### config.mk
export PLATFORM = sky130hd
export DESIGN_NAME = z80_instruction_encoder_flat
export DESIGN_NICKNAME = d
export VERILOG_FILES = /design/src/hdl/z80ie_pkg.sv /design/src/hdl/z80ie_if.sv /design/src/hdl/z80ie_encoder.sv /design/src/hdl/z80ie_emitter.sv /design/src/hdl/z80_instruction_encoder.sv /design/src/flat_wrapper.sv
export SDC_FILE = /design/constraint.sdc
export NUM_CORES = 1
export LEC_CHECK = 0
export BUFFER_PORTS_ARGS = -buffer_cell sky130_fd_sc_hd__buf_2
export CELL_PAD_IN_SITES_DETAIL_PLACEMENT = 0
export CELL_PAD_IN_SITES_GLOBAL_PLACEMENT = 2
export CORE_ASPECT_RATIO = 0.5
export CORE_MARGIN = 4
export CORE_UTILIZATION = 36
export CTS_CLUSTER_DIAMETER = 30
export DETAILED_ROUTE_END_ITERATION = 7
export PLACE_DENSITY_LB_ADDON = 0.08
export SLEW_MARGIN = 0
export SYNTH_ARGS = -nofsm -noshare
export SYNTH_HDL_FRONTEND = slang
export SYNTH_SLANG_ARGS = --single-unit
export TNS_END_PERCENT = 100
### constraint.sdc
create_clock -name clk -period 3.9 [get_ports clk]
set_clock_uncertainty 0.15 [all_clocks]
set_input_delay 0.585 -clock clk [delete_from_list [all_inputs] [get_ports clk]]
set_output_delay 0.585 -clock clk [all_outputs]
set_load 0.02 [all_outputs]
### src/hdl/z80ie_pkg.sv
// Z80 instruction encoder: shared constants, opcode values and types.
// No dependencies; used by every other file of the block.
`default_nettype none

package z80ie_pkg;

  localparam int unsigned ModeW    = 6;
  localparam int unsigned RegW     = 3;
  localparam int unsigned OperandW = 16;
  localparam int unsigned ByteW    = 8;
  localparam int unsigned OffsetW  = 16;
  localparam int unsigned MaxBytes = 4;
  localparam int unsigned IdxW     = $clog2(MaxBytes);
  localparam int unsigned CountW   = $clog2(MaxBytes + 1);
  localparam int unsigned CfgIdxW  = 1;
  localparam int unsigned CfgDataW = 16;

  // configuration register indexes
  localparam logic [CfgIdxW-1:0] CFG_CAPACITY = 1'd0;
  localparam logic [CfgIdxW-1:0] CFG_ORIGIN   = 1'd1;

  localparam logic [OffsetW-1:0] CAPACITY_RST = 16'hFFFF;

  // instruction forms
  localparam logic [ModeW-1:0] M_RAW_BYTE  = 6'd0;
  localparam logic [ModeW-1:0] M_RAW_WORD  = 6'd1;
  localparam logic [ModeW-1:0] M_NOP       = 6'd2;
  localparam logic [ModeW-1:0] M_HALT      = 6'd3;
  localparam logic [ModeW-1:0] M_RET       = 6'd4;
  localparam logic [ModeW-1:0] M_LD_RP_NN  = 6'd5;
  localparam logic [ModeW-1:0] M_LD_R_N    = 6'd6;
  localparam logic [ModeW-1:0] M_LD_R_R    = 6'd7;
  localparam logic [ModeW-1:0] M_LD_A_MNN  = 6'd8;
  localparam logic [ModeW-1:0] M_LD_MNN_A  = 6'd9;
  localparam logic [ModeW-1:0] M_LD_HL_MNN = 6'd10;
  localparam logic [ModeW-1:0] M_LD_MNN_HL = 6'd11;
  localparam logic [ModeW-1:0] M_LD_DE_MNN = 6'd12;
  localparam logic [ModeW-1:0] M_LD_A_MHL  = 6'd13;
  localparam logic [ModeW-1:0] M_LD_MHL_A  = 6'd14;
  localparam logic [ModeW-1:0] M_PUSH      = 6'd15;
  localparam logic [ModeW-1:0] M_POP       = 6'd16;
  localparam logic [ModeW-1:0] M_INC_R     = 6'd17;
  localparam logic [ModeW-1:0] M_DEC_R     = 6'd18;
  localparam logic [ModeW-1:0] M_INC_RP    = 6'd19;
  localparam logic [ModeW-1:0] M_DEC_RP    = 6'd20;
  localparam logic [ModeW-1:0] M_ADD_HL_RP = 6'd21;
  localparam logic [ModeW-1:0] M_SBC_HL_RP = 6'd22;
  localparam logic [ModeW-1:0] M_ADD_A_R   = 6'd23;
  localparam logic [ModeW-1:0] M_ADC_A_R   = 6'd24;
  localparam logic [ModeW-1:0] M_ADD_A_N   = 6'd25;
  localparam logic [ModeW-1:0] M_SUB_R     = 6'd26;
  localparam logic [ModeW-1:0] M_SUB_N     = 6'd27;
  localparam logic [ModeW-1:0] M_CP_R      = 6'd28;
  localparam logic [ModeW-1:0] M_CP_N      = 6'd29;
  localparam logic [ModeW-1:0] M_XOR_A     = 6'd30;
  localparam logic [ModeW-1:0] M_OR_A      = 6'd31;
  localparam logic [ModeW-1:0] M_JP_NN     = 6'd32;
  localparam logic [ModeW-1:0] M_JP_CC_NN  = 6'd33;
  localparam logic [ModeW-1:0] M_JR_E      = 6'd34;
  localparam logic [ModeW-1:0] M_JR_CC_E   = 6'd35;
  localparam logic [ModeW-1:0] M_CALL_NN   = 6'd36;
  localparam logic [ModeW-1:0] M_RST       = 6'd37;
  localparam logic [ModeW-1:0] M_EX_DE_HL  = 6'd38;
  localparam logic [ModeW-1:0] M_DJNZ      = 6'd39;
  localparam logic [ModeW-1:0] M_LDIR      = 6'd40;

  // opcode bases
  localparam logic [ByteW-1:0] OP_NOP       = 8'h00;
  localparam logic [ByteW-1:0] OP_LD_RP_NN  = 8'h01;
  localparam logic [ByteW-1:0] OP_INC_RP    = 8'h03;
  localparam logic [ByteW-1:0] OP_INC_R     = 8'h04;
  localparam logic [ByteW-1:0] OP_DEC_R     = 8'h05;
  localparam logic [ByteW-1:0] OP_LD_R_N    = 8'h06;
  localparam logic [ByteW-1:0] OP_ADD_HL_RP = 8'h09;
  localparam logic [ByteW-1:0] OP_DEC_RP    = 8'h0B;
  localparam logic [ByteW-1:0] OP_DJNZ      = 8'h10;
  localparam logic [ByteW-1:0] OP_JR        = 8'h18;
  localparam logic [ByteW-1:0] OP_JR_CC     = 8'h20;
  localparam logic [ByteW-1:0] OP_LD_MNN_HL = 8'h22;
  localparam logic [ByteW-1:0] OP_LD_HL_MNN = 8'h2A;
  localparam logic [ByteW-1:0] OP_LD_MNN_A  = 8'h32;
  localparam logic [ByteW-1:0] OP_LD_A_MNN  = 8'h3A;
  localparam logic [ByteW-1:0] OP_LD_R_R    = 8'h40;
  localparam logic [ByteW-1:0] OP_SBC_HL_RP = 8'h42;
  localparam logic [ByteW-1:0] OP_LD_DE_MNN = 8'h5B;
  localparam logic [ByteW-1:0] OP_HALT      = 8'h76;
  localparam logic [ByteW-1:0] OP_LD_MHL_A  = 8'h77;
  localparam logic [ByteW-1:0] OP_LD_A_MHL  = 8'h7E;
  localparam logic [ByteW-1:0] OP_ADD_A_R   = 8'h80;
  localparam logic [ByteW-1:0] OP_ADC_A_R   = 8'h88;
  localparam logic [ByteW-1:0] OP_SUB_R     = 8'h90;
  localparam logic [ByteW-1:0] OP_XOR_A     = 8'hAF;
  localparam logic [ByteW-1:0] OP_OR_A      = 8'hB7;
  localparam logic [ByteW-1:0] OP_LDIR_2    = 8'hB0;
  localparam logic [ByteW-1:0] OP_CP_R      = 8'hB8;
  localparam logic [ByteW-1:0] OP_POP       = 8'hC1;
  localparam logic [ByteW-1:0] OP_JP_CC     = 8'hC2;
  localparam logic [ByteW-1:0] OP_JP        = 8'hC3;
  localparam logic [ByteW-1:0] OP_PUSH      = 8'hC5;
  localparam logic [ByteW-1:0] OP_ADD_A_N   = 8'hC6;
  localparam logic [ByteW-1:0] OP_RST       = 8'hC7;
  localparam logic [ByteW-1:0] OP_RET       = 8'hC9;
  localparam logic [ByteW-1:0] OP_CALL      = 8'hCD;
  localparam logic [ByteW-1:0] OP_SUB_N     = 8'hD6;
  localparam logic [ByteW-1:0] OP_EX_DE_HL  = 8'hEB;
  localparam logic [ByteW-1:0] OP_PREFIX_ED = 8'hED;
  localparam logic [ByteW-1:0] OP_CP_N      = 8'hFE;
  localparam logic [ByteW-1:0] RST_MASK     = 8'h38;

  typedef struct packed {
    logic [MaxBytes-1:0][ByteW-1:0] bytes;
    logic [CountW-1:0]              count;  // zero for an unused form
  } enc_t;

endpackage

`default_nettype wire

### src/hdl/z80ie_if.sv
// Z80 instruction encoder: valid/ready channel interfaces for requests and bytes.
// Depends on z80ie_pkg for field widths.
`default_nettype none

interface z80ie_in_if;
  logic                               valid;
  logic                               ready;
  logic [z80ie_pkg::ModeW-1:0]        mode;
  logic [z80ie_pkg::RegW-1:0]         reg_sel;
  logic [z80ie_pkg::RegW-1:0]         reg_src;
  logic [z80ie_pkg::OperandW-1:0]     operand;

  modport source (output valid, mode, reg_sel, reg_src, operand, input ready);
  modport sink   (input valid, mode, reg_sel, reg_src, operand, output ready);
endinterface

interface z80ie_out_if;
  logic                               valid;
  logic                               ready;
  logic [z80ie_pkg::ByteW-1:0]        code_byte;
  logic [z80ie_pkg::OffsetW-1:0]      buffer_offset;
  logic                               stored;
  logic                               last_byte;

  modport source (output valid, code_byte, buffer_offset, stored, last_byte, input ready);
  modport sink   (input valid, code_byte, buffer_offset, stored, last_byte, output ready);
endinterface

`default_nettype wire

### src/hdl/z80ie_encoder.sv
// Z80 instruction encoder: maps one request to its opcode bytes and byte count.
// Pure decode logic; depends on z80ie_pkg.
`default_nettype none

module z80ie_encoder (
  input  wire logic [z80ie_pkg::ModeW-1:0]    mode,
  input  wire logic [z80ie_pkg::RegW-1:0]     reg_sel,
  input  wire logic [z80ie_pkg::RegW-1:0]     reg_src,
  input  wire logic [z80ie_pkg::OperandW-1:0] operand,
  output z80ie_pkg::enc_t                     enc
);

  logic [z80ie_pkg::ByteW-1:0] lo, hi, r3, rp4, rp3, r0, rr;

  assign lo  = operand[7:0];
  assign hi  = operand[15:8];
  assign r3  = {2'b00, reg_sel, 3'b000};          // r in bits 5..3
  assign rp4 = {2'b00, reg_sel[1:0], 4'b0000};    // rp in bits 5..4
  assign rp3 = {3'b000, reg_sel[1:0], 3'b000};    // JR cc: NZ, Z, NC, C only
  assign r0  = {5'b00000, reg_sel};
  assign rr  = {2'b00, reg_sel, reg_src};

  always_comb begin
    enc.bytes = '0;
    enc.count = '0;
    unique case (mode)
      z80ie_pkg::M_RAW_BYTE:  begin enc.bytes[0] = lo; enc.count = 3'd1; end
      z80ie_pkg::M_RAW_WORD:  begin
        enc.bytes[0] = lo; enc.bytes[1] = hi; enc.count = 3'd2;
      end
      z80ie_pkg::M_NOP:       begin enc.bytes[0] = z80ie_pkg::OP_NOP;  enc.count = 3'd1; end
      z80ie_pkg::M_HALT:      begin enc.bytes[0] = z80ie_pkg::OP_HALT; enc.count = 3'd1; end
      z80ie_pkg::M_RET:       begin enc.bytes[0] = z80ie_pkg::OP_RET;  enc.count = 3'd1; end
      z80ie_pkg::M_LD_RP_NN:  begin
        enc.bytes[0] = z80ie_pkg::OP_LD_RP_NN | rp4;
        enc.bytes[1] = lo; enc.bytes[2] = hi; enc.count = 3'd3;
      end
      z80ie_pkg::M_LD_R_N:    begin
        enc.bytes[0] = z80ie_pkg::OP_LD_R_N | r3; enc.bytes[1] = lo; enc.count = 3'd2;
      end
      // both registers 6 lands on the HALT opcode, as the processor defines it
      z80ie_pkg::M_LD_R_R:    begin enc.bytes[0] = z80ie_pkg::OP_LD_R_R | rr; enc.count = 3'd1; end
      z80ie_pkg::M_LD_A_MNN:  begin
        enc.bytes[0] = z80ie_pkg::OP_LD_A_MNN; enc.bytes[1] = lo; enc.bytes[2] = hi;
        enc.count = 3'd3;
      end
      z80ie_pkg::M_LD_MNN_A:  begin
        enc.bytes[0] = z80ie_pkg::OP_LD_MNN_A; enc.bytes[1] = lo; enc.bytes[2] = hi;
        enc.count = 3'd3;
      end
      z80ie_pkg::M_LD_HL_MNN: begin
        enc.bytes[0] = z80ie_pkg::OP_LD_HL_MNN; enc.bytes[1] = lo; enc.bytes[2] = hi;
        enc.count = 3'd3;
      end
      z80ie_pkg::M_LD_MNN_HL: begin
        enc.bytes[0] = z80ie_pkg::OP_LD_MNN_HL; enc.bytes[1] = lo; enc.bytes[2] = hi;
        enc.count = 3'd3;
      end
      z80ie_pkg::M_LD_DE_MNN: begin
        enc.bytes[0] = z80ie_pkg::OP_PREFIX_ED; enc.bytes[1] = z80ie_pkg::OP_LD_DE_MNN;
        enc.bytes[2] = lo; enc.bytes[3] = hi; enc.count = 3'd4;
      end
      z80ie_pkg::M_LD_A_MHL:  begin enc.bytes[0] = z80ie_pkg::OP_LD_A_MHL; enc.count = 3'd1; end
      z80ie_pkg::M_LD_MHL_A:  begin enc.bytes[0] = z80ie_pkg::OP_LD_MHL_A; enc.count = 3'd1; end
      z80ie_pkg::M_PUSH:      begin enc.bytes[0] = z80ie_pkg::OP_PUSH | rp4; enc.count = 3'd1; end
      z80ie_pkg::M_POP:       begin enc.bytes[0] = z80ie_pkg::OP_POP | rp4;  enc.count = 3'd1; end
      z80ie_pkg::M_INC_R:     begin enc.bytes[0] = z80ie_pkg::OP_INC_R | r3; enc.count = 3'd1; end
      z80ie_pkg::M_DEC_R:     begin enc.bytes[0] = z80ie_pkg::OP_DEC_R | r3; enc.count = 3'd1; end
      z80ie_pkg::M_INC_RP:    begin enc.bytes[0] = z80ie_pkg::OP_INC_RP | rp4; enc.count = 3'd1; end
      z80ie_pkg::M_DEC_RP:    begin enc.bytes[0] = z80ie_pkg::OP_DEC_RP | rp4; enc.count = 3'd1; end
      z80ie_pkg::M_ADD_HL_RP: begin
        enc.bytes[0] = z80ie_pkg::OP_ADD_HL_RP | rp4; enc.count = 3'd1;
      end
      z80ie_pkg::M_SBC_HL_RP: begin
        enc.bytes[0] = z80ie_pkg::OP_PREFIX_ED;
        enc.bytes[1] = z80ie_pkg::OP_SBC_HL_RP | rp4; enc.count = 3'd2;
      end
      z80ie_pkg::M_ADD_A_R:   begin enc.bytes[0] = z80ie_pkg::OP_ADD_A_R | r0; enc.count = 3'd1; end
      z80ie_pkg::M_ADC_A_R:   begin enc.bytes[0] = z80ie_pkg::OP_ADC_A_R | r0; enc.count = 3'd1; end
      z80ie_pkg::M_ADD_A_N:   begin
        enc.bytes[0] = z80ie_pkg::OP_ADD_A_N; enc.bytes[1] = lo; enc.count = 3'd2;
      end
      z80ie_pkg::M_SUB_R:     begin enc.bytes[0] = z80ie_pkg::OP_SUB_R | r0; enc.count = 3'd1; end
      z80ie_pkg::M_SUB_N:     begin
        enc.bytes[0] = z80ie_pkg::OP_SUB_N; enc.bytes[1] = lo; enc.count = 3'd2;
      end
      z80ie_pkg::M_CP_R:      begin enc.bytes[0] = z80ie_pkg::OP_CP_R | r0; enc.count = 3'd1; end
      z80ie_pkg::M_CP_N:      begin
        enc.bytes[0] = z80ie_pkg::OP_CP_N; enc.bytes[1] = lo; enc.count = 3'd2;
      end
      z80ie_pkg::M_XOR_A:     begin enc.bytes[0] = z80ie_pkg::OP_XOR_A; enc.count = 3'd1; end
      z80ie_pkg::M_OR_A:      begin enc.bytes[0] = z80ie_pkg::OP_OR_A;  enc.count = 3'd1; end
      z80ie_pkg::M_JP_NN:     begin
        enc.bytes[0] = z80ie_pkg::OP_JP; enc.bytes[1] = lo; enc.bytes[2] = hi;
        enc.count = 3'd3;
      end
      z80ie_pkg::M_JP_CC_NN:  begin
        enc.bytes[0] = z80ie_pkg::OP_JP_CC | r3; enc.bytes[1] = lo; enc.bytes[2] = hi;
        enc.count = 3'd3;
      end
      z80ie_pkg::M_JR_E:      begin
        enc.bytes[0] = z80ie_pkg::OP_JR; enc.bytes[1] = lo; enc.count = 3'd2;
      end
      z80ie_pkg::M_JR_CC_E:   begin
        enc.bytes[0] = z80ie_pkg::OP_JR_CC | rp3; enc.bytes[1] = lo; enc.count = 3'd2;
      end
      z80ie_pkg::M_CALL_NN:   begin
        enc.bytes[0] = z80ie_pkg::OP_CALL; enc.bytes[1] = lo; enc.bytes[2] = hi;
        enc.count = 3'd3;
      end
      z80ie_pkg::M_RST:       begin
        enc.bytes[0] = z80ie_pkg::OP_RST | (lo & z80ie_pkg::RST_MASK); enc.count = 3'd1;
      end
      z80ie_pkg::M_EX_DE_HL:  begin enc.bytes[0] = z80ie_pkg::OP_EX_DE_HL; enc.count = 3'd1; end
      z80ie_pkg::M_DJNZ:      begin
        enc.bytes[0] = z80ie_pkg::OP_DJNZ; enc.bytes[1] = lo; enc.count = 3'd2;
      end
      z80ie_pkg::M_LDIR:      begin
        enc.bytes[0] = z80ie_pkg::OP_PREFIX_ED; enc.bytes[1] = z80ie_pkg::OP_LDIR_2;
        enc.count = 3'd2;
      end
      default:                begin enc.bytes = '0; enc.count = '0; end
    endcase
  end

endmodule

`default_nettype wire

### src/hdl/z80ie_emitter.sv
// Z80 instruction encoder: request register, byte sequencing, size counter
// and result register. Depends on z80ie_pkg, z80ie_if and z80ie_encoder.
`default_nettype none

module z80ie_emitter (
  input  wire logic                            clk,
  input  wire logic                            rst_n,
  input  wire logic [z80ie_pkg::OffsetW-1:0]   capacity,
  z80ie_in_if.sink                             req,
  z80ie_out_if.source                          rsp
);

  logic                              hold_vld_r;
  logic [z80ie_pkg::ModeW-1:0]       mode_r;
  logic [z80ie_pkg::RegW-1:0]        reg_sel_r;
  logic [z80ie_pkg::RegW-1:0]        reg_src_r;
  logic [z80ie_pkg::OperandW-1:0]    operand_r;
  logic [z80ie_pkg::IdxW-1:0]        idx_r, idx_nxt;
  logic [z80ie_pkg::OffsetW-1:0]     used_r, used_nxt;

  logic                              out_vld_r, out_vld_nxt;
  logic [z80ie_pkg::ByteW-1:0]       byte_r;
  logic [z80ie_pkg::OffsetW-1:0]     offset_r;
  logic                              stored_r;
  logic                              last_r;

  z80ie_pkg::enc_t                   enc;
  logic                              out_free, move, is_last, fits, release_hold, take;

  z80ie_encoder u_enc (
    .mode    (mode_r),
    .reg_sel (reg_sel_r),
    .reg_src (reg_src_r),
    .operand (operand_r),
    .enc     (enc)
  );

  assign out_free     = !out_vld_r || rsp.ready;
  assign is_last      = ({1'b0, idx_r} == (enc.count - 3'd1));
  assign move         = hold_vld_r && (enc.count != '0) && out_free;
  assign fits         = used_r < capacity;
  // an unused form frees the request register without a beat
  assign release_hold = hold_vld_r && ((enc.count == '0) || (move && is_last));
  assign req.ready    = !hold_vld_r || release_hold;
  assign take         = req.valid && req.ready;

  always_comb begin
    idx_nxt     = idx_r;
    used_nxt    = used_r;
    out_vld_nxt = out_vld_r;
    if (out_free) begin
      out_vld_nxt = move;
    end
    if (move) begin
      idx_nxt = idx_r + 2'd1;
      if (fits) begin
        used_nxt = used_r + 16'd1;
      end
    end
    if (take) begin
      idx_nxt = '0;
    end
  end

  always_ff @(posedge clk) begin
    if (!rst_n) begin
      hold_vld_r <= 1'b0;
      out_vld_r  <= 1'b0;
      idx_r      <= '0;
      used_r     <= '0;
    end else begin
      hold_vld_r <= take || (hold_vld_r && !release_hold);
      out_vld_r  <= out_vld_nxt;
      idx_r      <= idx_nxt;
      used_r     <= used_nxt;
    end
  end

  always_ff @(posedge clk) begin
    if (take) begin
      mode_r    <= req.mode;
      reg_sel_r <= req.reg_sel;
      reg_src_r <= req.reg_src;
      operand_r <= req.operand;
    end
    if (move) begin
      byte_r   <= enc.bytes[idx_r];
      offset_r <= used_r;
      stored_r <= fits;
      last_r   <= is_last;
    end
  end

  assign rsp.valid         = out_vld_r;
  assign rsp.code_byte     = byte_r;
  assign rsp.buffer_offset = offset_r;
  assign rsp.stored        = stored_r;
  assign rsp.last_byte     = last_r;

endmodule

`default_nettype wire

### src/hdl/z80_instruction_encoder.sv
// Z80 instruction encoder top level: configuration registers and the byte emitter.
// Depends on z80ie_pkg, z80ie_if and z80ie_emitter.
//
// Each request on in_ch (one of 41 instruction forms) gives 1 to 4 machine-code
// beats on out_ch, one byte per cycle while out_ch does not stall, words low byte
// first, each with its buffer offset, a stored flag and a last-byte flag. An
// instruction holds the request register until its last byte moves out to the
// one-byte result register; a new request is taken in the cycle its predecessor's
// last byte moves out. Unused forms give no beat. Bytes at or past the capacity
// register are flagged not stored and do not advance the size counter. Writes to
// the origin register (CFG_ORIGIN) are accepted but have no effect on offsets,
// which are buffer-relative.
`default_nettype none

module z80_instruction_encoder (
  input  wire logic                             clk,
  input  wire logic                             rst_n,
  input  wire logic                             cfg_we,
  input  wire logic [z80ie_pkg::CfgIdxW-1:0]    cfg_index,
  input  wire logic [z80ie_pkg::CfgDataW-1:0]   cfg_wdata,
  z80ie_in_if.sink                              in_ch,
  z80ie_out_if.source                           out_ch
);

  logic [z80ie_pkg::OffsetW-1:0] capacity_r;

  always_ff @(posedge clk) begin
    if (!rst_n) begin
      capacity_r <= z80ie_pkg::CAPACITY_RST;
    end else if (cfg_we && (cfg_index == z80ie_pkg::CFG_CAPACITY)) begin
      capacity_r <= cfg_wdata;
    end
  end

  z80ie_emitter u_emit (
    .clk      (clk),
    .rst_n    (rst_n),
    .capacity (capacity_r),
    .req      (in_ch),
    .rsp      (out_ch)
  );

endmodule

`default_nettype wire
### src/flat_wrapper.sv
// flat-port wrapper written by rule: the top's interface ports become plain ports
module z80_instruction_encoder_flat 
  (clk, rst_n, cfg_we, cfg_index, cfg_wdata, in_ch_valid, in_ch_mode, in_ch_reg_sel, in_ch_reg_src, in_ch_operand, in_ch_ready, out_ch_valid, out_ch_code_byte, out_ch_buffer_offset, out_ch_stored, out_ch_last_byte, out_ch_ready);
  z80ie_in_if in_ch_i ();
  z80ie_out_if out_ch_i ();
  input  wire logic clk;
  input  wire logic rst_n;
  input  wire logic cfg_we;
  input  wire logic [z80ie_pkg::CfgIdxW-1:0] cfg_index;
  input  wire logic [z80ie_pkg::CfgDataW-1:0] cfg_wdata;
  input wire logic [$bits(in_ch_i.valid)-1:0] in_ch_valid;
  input wire logic [$bits(in_ch_i.mode)-1:0] in_ch_mode;
  input wire logic [$bits(in_ch_i.reg_sel)-1:0] in_ch_reg_sel;
  input wire logic [$bits(in_ch_i.reg_src)-1:0] in_ch_reg_src;
  input wire logic [$bits(in_ch_i.operand)-1:0] in_ch_operand;
  output wire logic [$bits(in_ch_i.ready)-1:0] in_ch_ready;
  output wire logic [$bits(out_ch_i.valid)-1:0] out_ch_valid;
  output wire logic [$bits(out_ch_i.code_byte)-1:0] out_ch_code_byte;
  output wire logic [$bits(out_ch_i.buffer_offset)-1:0] out_ch_buffer_offset;
  output wire logic [$bits(out_ch_i.stored)-1:0] out_ch_stored;
  output wire logic [$bits(out_ch_i.last_byte)-1:0] out_ch_last_byte;
  input wire logic [$bits(out_ch_i.ready)-1:0] out_ch_ready;
  assign in_ch_i.valid = in_ch_valid;
  assign in_ch_i.mode = in_ch_mode;
  assign in_ch_i.reg_sel = in_ch_reg_sel;
  assign in_ch_i.reg_src = in_ch_reg_src;
  assign in_ch_i.operand = in_ch_operand;
  assign in_ch_ready = in_ch_i.ready;
  assign out_ch_valid = out_ch_i.valid;
  assign out_ch_code_byte = out_ch_i.code_byte;
  assign out_ch_buffer_offset = out_ch_i.buffer_offset;
  assign out_ch_stored = out_ch_i.stored;
  assign out_ch_last_byte = out_ch_i.last_byte;
  assign out_ch_i.ready = out_ch_ready;
  z80_instruction_encoder u_core (.clk(clk), .rst_n(rst_n), .cfg_we(cfg_we), .cfg_index(cfg_index), .cfg_wdata(cfg_wdata), .in_ch(in_ch_i), .out_ch(out_ch_i));
endmodule
==> impl_results.md, run 1 <==
* Critical path class: flop to output port
* IO buf count at 77
* Clock buffer count from CTS at 9
* Max-slew violation count at 0
* Hold bufs inserted after CTS at 0
* Setup TNS at 0 ns
* Clk Tree Root Cell: clkbuf_16
* Die W at approximately 180 um
* Status: completed
* Hold WC Path Type: input pin to flop
* Pwr Total at 0.00239 W
* CTS tree: built
* Clk Latency, worst-skew pair at about 0.34 ns
* Area of placed instances at around 5700 um2
* Main synth FF type: edfxtp_1
* Synth cell types at 66
* Lkg Pwr at 2.33 nW
* Crit path capture type: output port
* Largest net degree at the start of global routing at 32
* Final GP Congestion at a little over 0.9
* Share of layout cells above drive strength 1 at between 20% and 30%
* Crit path time final at 3.55 ns
* Post-synthesis sequential area ratio at ~46%
* Full die area at approximately 16000 um2
* Post-synthesis register bit count at 90
* Avg Cell Area, Syn at approximately 9.5 um2
* Post-synth top cells: nand2_1, edfxtp_1, a21oi_1, dfxtp_1, nor2_1
* Setup violators final at 0
* Mapped Cells at between 500 and 600
* P per Cell Area at roughly 400 nW/um2
* Router iterations before antenna repair at 5
* CTS sink cnt at 90
* CP Max Fanout at 14
* Vias at between 4000 and 5000
* Achievable Freq at about 280 MHz
* Dpl ws at ~0.32 ns
* Antenna Nets Post-Route at 0
* WL per Instance at 17.9 um
* Switching Share at between 20% and 30%
* Gate power share at a little under a fifth
* Worst-path clk slew at 0.06 ns
* Cell with the most instances after synthesis: nand2_1
* Post-synthesis async set-or-reset flop share at 0%
* Yosys top cell area share at between 30% and 40%
* Layout area overhead at 18.6%
* Slew headroom at about 28%
* RSZ-0062 raised after global routing: false
* Nets at slightly below 700
* # IOs at 78
* Synth area leader: edfxtp_1
* First-pass GRT wire length at approximately 23000 um
* Worst Path Required at roughly 3.2 ns
* Initial Utilization at 37.1%
* Drt initial violations at around 360
* Top cells by area, synth: edfxtp_1, dfxtp_1, a21oi_1, ha_1, nand2_1
* Critical Path AT at about 2.8 ns
* # fillers at 1375
* PnR worst setup slack at 0.351 ns
* Fin area at 6030 um2
* Via density at 5.48
* Number of synthesized flops with an enable pin at 54
* Internal at roughly 0.0017 W
* Sw power at between 0.0006 and 0.0007 W
* CTS Buffer Depth at 2
* H-Tree Depth at 3
* Final core occ at between 40% and 50%
* Initial antenna violation count at 0
* Power share of the clock group at 34.8%
* Final Cycle Share at between 90% and 100%
* Vias in the first global route at around 4300
* CP Launch Type: flop
* Syn. warnings at 0
* Core area at around 14000 um2
* All-Layer GR Usage at 18.4%
* DRC at 0
* # rows at 30
* Maximum vdd drop at about 0.00019 V
* Total gr overflow at 0
* Final hold violation count at 0
* Sequential group share of total power at between 40% and 50%
* Diodes inserted at 0
* Syn Std Cell Area at 5080 um2
* Final HPWL from detailed placement at 10700 um
* Worst Tran Pin Value at between 1 and 1.5 ns
* Die height at approximately 92 um
* Max-Cap Viols at 0
* Final wirelength at roughly 15000 um
* Mapped Nets at between 600 and 700
-- stage by stage --
stage	instances	hold slack, ns
global route	815	0.244
global placement	794	0.338
detailed placement	794	0.339
CTS	810	0.253
floorplan	535	0.293
finish	815	0.270
-- sequential cells by signal (all words and copies together) (netlist names), 3 cells and up --
| signal | cells |
|---|---|
| u_core.u_emit.rsp.buffer_offset | 16 |
| u_core.u_emit.reg_src_r | 3 |
| u_core.u_emit.used_r | 16 |
| u_core.u_emit.operand_r | 16 |
| u_core.capacity_r | 16 |
| u_core.u_emit.reg_sel_r | 3 |
| u_core.u_emit.rsp.code_byte | 8 |
| u_core.u_emit.mode_r | 6 |
-- layout by cell type (no fill, tap or decap), types with 8 or more instances in the layout --
cell type | Yosys | layout
dfxtp_1 | 36 | 36
o21ai_0 | 15 | 15
ha_1 | 18 | 18
nand2b_1 | 10 | 10
nand2_1 | 58 | 58
o21ai_1 | 14 | 14
edfxtp_1 | 54 | 54
nor2b_1 | 9 | 8
inv_1 | 25 | 25
mux2i_1 | 9 | 9
buf_2 | 17 | 77
nand3_1 | 15 | 15
o31ai_1 | 9 | 9
a21oi_1 | 51 | 51
o211ai_1 | 22 | 22
buf_4 | 2 | 24
nor2_1 | 33 | 33
clkbuf_16 | 0 | 10
-- routing by layer --
layer	global-route usage [%]	vias to the layer above	share of wire, %
met2	28.4	133	46
li1	-	2184	-
met3	5.02	29	5.9
met4	6.03	0	2.3
met5	0	-	0
met1	25.0	2121	45
-- worst max-delay path, stage by stage, from the launching register on --
cell,delay [ns]
edfxtp_1,0.68
nor2b_1,0.28
o21ai_1,0.08
a22oi_1,0.19
nand3b_2,0.17
ha_1,0.23
ha_1,0.27
nand2_1,0.09
o31ai_4,0.25
buf_2,0.22
-- power by group through the flow --
stage / Sequential [W] / Combinational, W / Clock (W)
5_1_grt: 0.00114 / 0.000476 / 0.000906
2_1_floorplan: 0.00116 / 0.000264 / 0
3_5_place_dp: 0.00115 / 0.000422 / 0
6_report: 0.00113 / 0.000432 / 0.000832
4_1_cts: 0.00113 / 0.000424 / 0.000861
3_3_place_gp: 0.00115 / 0.000427 / 0
-- final cells by class --
cell class	instances	area, um2	area share [%]
clock inverters	3	22.5	0.373
repair buffers	101	566	9.38
clock buffers	13	262	4.34
multi-input cells	384	2480	41.1
inverters	32	120	1.99
flip-flops and latches	90	2340	38.8
well taps	192	240	3.98
-- cells by family after synthesis --
family | count (synthesis) | share of synthesized area (%)
AO/OA/AOI/OAI | 176 | 23.6
AND/OR/NAND/NOR | 172 | 17.2
flip-flops | 90 | 46.1
buffers and inverters | 61 | 5.22
adder cells (fa/ha/maj) | 18 | 4.43
XOR/XNOR | 9 | 1.70
multiplexers | 9 | 1.77
-- final timing paths --
check / startpoint / to / slack [ns] / cells after the start
setup reg to reg: u_core.u_emit.mode_r[2]$_DFFE_PP_ / u_core.u_emit.used_r[9]$_SDFFE_PN0P_ / 0.37 / 12
setup / recovery: u_core.u_emit.mode_r[2]$_DFFE_PP_ / in_ch_ready / 0.35 / 9
hold reg to reg: u_core.capacity_r[0]$_SDFFE_PN1P_ / u_core.capacity_r[0]$_SDFFE_PN1P_ / 0.35 / 2
hold / removal: in_ch_operand[2] / u_core.u_emit.operand_r[2]$_DFFE_PP_ / 0.27 / 1
-- what timing repair did --
item | CTS | global route
endpoints found under the hold margin | 0 | 0
endpoints found under the setup margin | 0 | 4
setup buffers | 0 | 5
gates resized for setup | 0 | 0
No activity file was read; power rests on OpenSTA's default activity.
==> run 2: changes to the inputs <==
--- a/config.mk
+++ b/config.mk
@@ -13,7 +13,7 @@
 export CORE_UTILIZATION = 36
 export CTS_CLUSTER_DIAMETER = 30
 export DETAILED_ROUTE_END_ITERATION = 7
-export PLACE_DENSITY_LB_ADDON = 0.08
+export PLACE_DENSITY_LB_ADDON = 0.1
 export SLEW_MARGIN = 0
 export SYNTH_ARGS = -nofsm -noshare
 export SYNTH_HDL_FRONTEND = slang
==> impl_results.md, run 2 (synthesis results as in run 1) <==
* # IOs at 78
* Critical path class: flop to output port
* # rows at 30
* Flop2flop setup slack at between 0.2 and 0.3 ns
* Status: completed
* Achievable Freq at ~270 MHz
* Initial Utilization at 37.1%
* Drt initial violations at roughly 550
* Largest net degree at the start of global routing at 32
* Hold WC Path Type: input pin to flop
* Final wirelength at roughly 15000 um
* CTS Buffer Depth at 2
* Commonest cells after routing, fill and taps aside: buf_2, nand2_1, edfxtp_1
* Reg-to-reg critical path startpoint: u_core.u_emit.mode_r[1]$_DFFE_PP_
* Crit path capture type: output port
* Setup violators final at 0
* Initial antenna violation count at 0
* Crit path time final at 3.66 ns
* Setup TNS at 0 ns
* Final Cycle Share at a little over nine tenths
* Hold Crit Endpoint: u_core.u_emit.operand_r[2]$_DFFE_PP_
* Most common cell after layout, fill and taps aside: buf_2
* Final hold violation count at 0
* Critical Path AT at between 2 and 3 ns
* All-Layer GR Usage at between 10% and 20%
* CP delay by family, top: flip-flops
* Slew headroom at between 20% and 30%
* Die height at 92.0 um
* Worst Path Required at between 3 and 4 ns
* Vias at ~4500
* Total gr overflow at 0
* DRC at 0
* Final GP Congestion at approximately 0.9
* Layout area overhead at 18.4%
* Maximum vdd drop at approximately 0.00017 V
* Diodes inserted at 0
* P per Cell Area at slightly below 400 nW/um2
* Via density at approximately 5.5
* # Post-CTS Setup Buffers at 0
* Worst path bufs/invs at 2
* Core area at roughly 14000 um2
* Share of layout cells above drive strength 1 at between 20% and 30%
* WL per Instance at around 18 um
* Hold path cells at 1
* Clk Tree Root Cell: clkbuf_16
* Full die area at 16200 um2
* Clock buffer count from CTS at 9
* CP dominant cell by count: ha_1
* H-Tree Depth at 3
* Crit path largest cell delay at between 0.7 and 0.8 ns
* Die W at 176 um
* First-pass GRT wire length at approximately 23000 um
* Pwr Total at roughly 0.0024 W
* # resized after CTS at 0
* Worst min-delay path startpoint: in_ch_operand[2]
* Register-to-Register Path Depth at 11
* CP Launch Type: flop
* CTS tree: built
* # fillers at between 1000 and 1500
* Worst-path clk slew at 0.07 ns
* Max-slew violation count at 0
* CTS sink cnt at 90
* CP Launch Point: u_core.u_emit.mode_r[1]$_DFFE_PP_
* CP Max Fanout at 16
* Lkg Pwr at 2.33 nW
* Worst Tran Pin Value at roughly 1.1 ns
* Clk Latency, worst-skew pair at 0.34 ns
* Slowest CP cell: edfxtp_1
* Hold bufs inserted after CTS at 0
* Router iterations before antenna repair at 6
* Max-Cap Viols at 0
* Antenna Nets Post-Route at 0
* Vias in the first global route at about 4200
* Crit-path cells: inv_1 > o2111ai_1 > nand3b_2 > ha_1 > ha_1 > nand2_1 > o31ai_4 > buf_2
* Nets at between 600 and 700
* Final HPWL from detailed placement at about 11000 um
* IO buf count at between 70 and 80
* Crit Reg-Reg Endpoint: u_core.u_emit.used_r[8]$_SDFFE_PN0P_
## run 2: cell types whose count changed in the layout (fill, tap and decap cells not counted)
cell and change:
clkbuf_1 -1, buf_4 -1, clkinv_1 +1, clkinv_4 -1, inv_4 +1
## run 2: area by class of cell
cell class | count | area [um2] | share of cell area [%]
timing repair buffer | 100 | 558 | 9.27
clock buffer | 12 | 258 | 4.28
sequential | 90 | 2340 | 38.9
clock inverter | 4 | 23.8 | 0.395
tap | 192 | 240 | 3.99
multi-input combinational | 384 | 2480 | 41.2
inverter | 32 | 120 | 2.00
## run 2: stage by stage
stage          area (um2)  cells  hold WS [ns]  util, %  worst slack, ns
2_1_floorplan        5080    535         0.293        -            0.438
4_1_cts              5980    808         0.260     43.6           0.0526
5_1_grt              6020    814         0.257     43.9         -0.00217
3_3_place_gp         5690    792         0.337     41.6            0.410
3_5_place_dp         5690    792         0.346     41.6            0.337
6_report             6020    814         0.269     43.9            0.236
## run 2: worst max-delay path by stage
stage | endpoint | slack, ns | depth (start not counted)
floorplan | u_core.u_emit.mode_r[0]$_DFFE_PP_ | 0.44 | 9
global placement | u_core.u_emit.used_r[12]$_SDFFE_PN0P_ | 0.41 | 13
detailed placement | u_core.u_emit.used_r[7]$_SDFFE_PN0P_ | 0.34 | 11
CTS | in_ch_ready | 0.05 | 8
global route | u_core.u_emit.used_r[9]$_SDFFE_PN0P_ | -0.002 | 11
finish | in_ch_ready | 0.24 | 8
## run 2: layer usage
metal / GRT usage [%] / wire [um]
met3: 3.09 / 767
met4: 5.12 / 229
met1: 24.7 / 6760
met5: 0 / 0
met2: 28.8 / 6940
## run 2: worst reg2reg max path: stages (launching register included)
cell	delay [ns]
edfxtp_1	0.72
inv_1	0.32
o2111ai_1	0.29
nand3b_2	0.15
ha_1	0.25
ha_1	0.21
and2b_1	0.27
nand2b_1	0.13
inv_2	0.08
o211ai_2	0.31
or4_1	0.53
a21oi_1	0.15
## run 2: power by group
group          switching [W]  total (W)  internal, W  leakage [nW]
clock               0.000350   0.000821     0.000471         0.140
sequential         0.0000480    0.00113      0.00108         0.795
combinational       0.000275   0.000433     0.000158          1.39
==> run 3: changes to the inputs <==
--- a/config.mk
+++ b/config.mk
@@ -13,7 +13,8 @@
 export CORE_UTILIZATION = 36
 export CTS_CLUSTER_DIAMETER = 30
 export DETAILED_ROUTE_END_ITERATION = 7
-export PLACE_DENSITY_LB_ADDON = 0.1
+export MAX_ROUTING_LAYER = met4
+export PLACE_DENSITY = 0.9
 export SLEW_MARGIN = 0
 export SYNTH_ARGS = -nofsm -noshare
 export SYNTH_HDL_FRONTEND = slang
==> impl_results.md, run 3 (synthesis results as in run 1) <==
* Vias at about 4400
* Hold path cells at 1
* Worst min-delay path startpoint: in_ch_operand[3]
* Reg-to-reg critical path startpoint: u_core.u_emit.mode_r[1]$_DFFE_PP_
* Vias in the first global route at between 4000 and 5000
* CP Launch Type: flop
* H-Tree Depth at 3
* Router iterations before antenna repair at 5
* Clk Tree Root Cell: clkbuf_16
* Dpl ws at ~0.47 ns
* Crit path time final at 3.62 ns
* Slew headroom at approximately a third
* Initial antenna violation count at 0
* # fillers at about 1300
* Largest net degree at the start of global routing at 32
* Worst-path clk slew at roughly 0.060 ns
* CTS tree: built
* Share of layout cells above drive strength 1 at between 20% and 30%
* CTS sink cnt at 90
* Hold WC Path Type: input pin to flop
* Final wirelength at between 10000 and 15000 um
* Routed wl met3 at around 730 um
* DR top layer: met4
* Most common cell after layout, fill and taps aside: buf_2
* Status: completed
* Antenna Nets Post-Route at 0
* Post-Route M1 WL at about 6300 um
* Worst Tran Pin Value at 1.02 ns
* P per Cell Area at 393 nW/um2
* Met2 wire len at roughly 6400 um
* Lkg Pwr at around 2.3 nW
* Hold bufs inserted after CTS at 0
* Final hold violation count at 0
* Core area at ~14000 um2
* Final GP Congestion at 0.940
* Multi-input gate area at 2480 um2
* First-pass GRT wire length at 22200 um
* Worst Path Required at 3.16 ns
* Crit path capture type: output port
* Via density at approximately 5.4
* Drt initial violations at slightly below 400
* CP Max Fanout at 17
* WL per Instance at about 17 um
* All-Layer GR Usage at ~18%
* Setup TNS at 0 ns
* RSZ-0062 raised after global routing: false
* # IOs at between 70 and 80
* Area of placed instances at approximately 5700 um2
* Total gr overflow at 0
* Fin area at around 6000 um2
* Critical path class: flop to output port
* Setup violators final at 0
* Hold Crit Endpoint: u_core.u_emit.operand_r[3]$_DFFE_PP_
* Achievable Freq at roughly 280 MHz
* IO buf count at 77
* Seq. cell area at 2340 um2
* Max-Cap Viols at 0
* Register-to-Register Path Depth at 13
* # Post-CTS Setup Buffers at 0
* Final HPWL from detailed placement at ~10000 um
* Die height at just over 90 um
* DRC at 0
* Nets at ~690
* Max-slew violation count at 0
* Layout area overhead at 18.4%
* # rows at 30
* Maximum vdd drop at 0.000226 V
* Commonest cells after routing, fill and taps aside: buf_2, nand2_1, edfxtp_1
* PnR worst setup slack at ~0.28 ns
* # resized after CTS at 0
* Clk Latency, worst-skew pair at between 0.3 and 0.4 ns
* CTS Buffer Depth at 2
* Die W at 176 um
* Full die area at roughly 16000 um2
* Clock buffer count from CTS at 9
* Flop2flop setup slack at around 0.4 ns
* Crit Reg-Reg Endpoint: u_core.u_emit.used_r[7]$_SDFFE_PN0P_
* Critical Path AT at 2.89 ns
* Final Cycle Share at about 93%
* Initial Utilization at roughly 37%
* Diodes inserted at 0
-- run 3: cell types whose count changed in the layout (fill, tap and decap cells not counted), sizes merged --
cell,previous run,this run
clkinvlp,0,3
clkinv,4,2
clkbuf,12,11
-- run 3: critical path, cell delays in order, from the launching register on --
cell	delay, ns
edfxtp_1	0.60
buf_4	0.30
nor2_1	0.10
o21ai_0	0.17
nand2b_1	0.08
a21oi_1	0.24
ha_1	0.29
xor2_1	0.16
nand2_1	0.13
o31ai_4	0.26
buf_2	0.23
-- run 3: cell type report --
type / count / share of cell area, %
inverter: 32 / 2.00
tap: 192 / 3.99
clock inverter: 5 / 0.624
clock buffer: 11 / 4.03
multi-input combinational: 384 / 41.2
sequential: 90 / 38.9
timing repair buffer: 100 / 9.27
-- run 3: worst max-delay path by stage --
stage | from | cells after the start | endpoint | slack [ns]
after global placement | u_core.u_emit.mode_r[1]$_DFFE_PP_ | 13 | u_core.u_emit.used_r[10]$_SDFFE_PN0P_ | 0.55
final | u_core.u_emit.mode_r[4]$_DFFE_PP_ | 10 | in_ch_ready | 0.28
after global routing | u_core.u_emit.mode_r[4]$_DFFE_PP_ | 10 | in_ch_ready | 0.04
after CTS | u_core.u_emit.mode_r[5]$_DFFE_PP_ | 9 | in_ch_ready | 0.26
after detailed placement | u_core.u_emit.mode_r[1]$_DFFE_PP_ | 13 | u_core.u_emit.used_r[7]$_SDFFE_PN0P_ | 0.47
after floorplan | u_core.u_emit.mode_r[5]$_DFFE_PP_ | 9 | u_core.u_emit.mode_r[0]$_DFFE_PP_ | 0.44
-- run 3: metrics by stage --
| stage | instances | total power [W] | hold WS, ns | util (%) |
|---|---|---|---|---|
| finish | 814 | 0.00237 | 0.270 | 43.9 |
| global route | 814 | 0.00248 | 0.254 | 43.9 |
| CTS | 814 | 0.00239 | 0.256 | 43.9 |
| detailed placement | 798 | 0.00157 | 0.343 | 41.9 |
| global placement | 798 | 0.00157 | 0.332 | 41.9 |
| floorplan | 535 | 0.00142 | 0.293 | - |
-- run 3: metal layers --
metal  vias to the layer above  track usage, %
met5                         -               -
li1                       2189               -
met2                       123            27.9
met4                         0            5.06
met1                      2077            22.9
met3                        22            3.95
-- run 3: where the power goes --
group	total, W	leakage, nW	internal, W	switching, W
combinational	0.000423	1.39	0.000157	0.000266
clock	0.000813	0.129	0.000452	0.000361
sequential	0.00113	0.795	0.00108	0.0000465
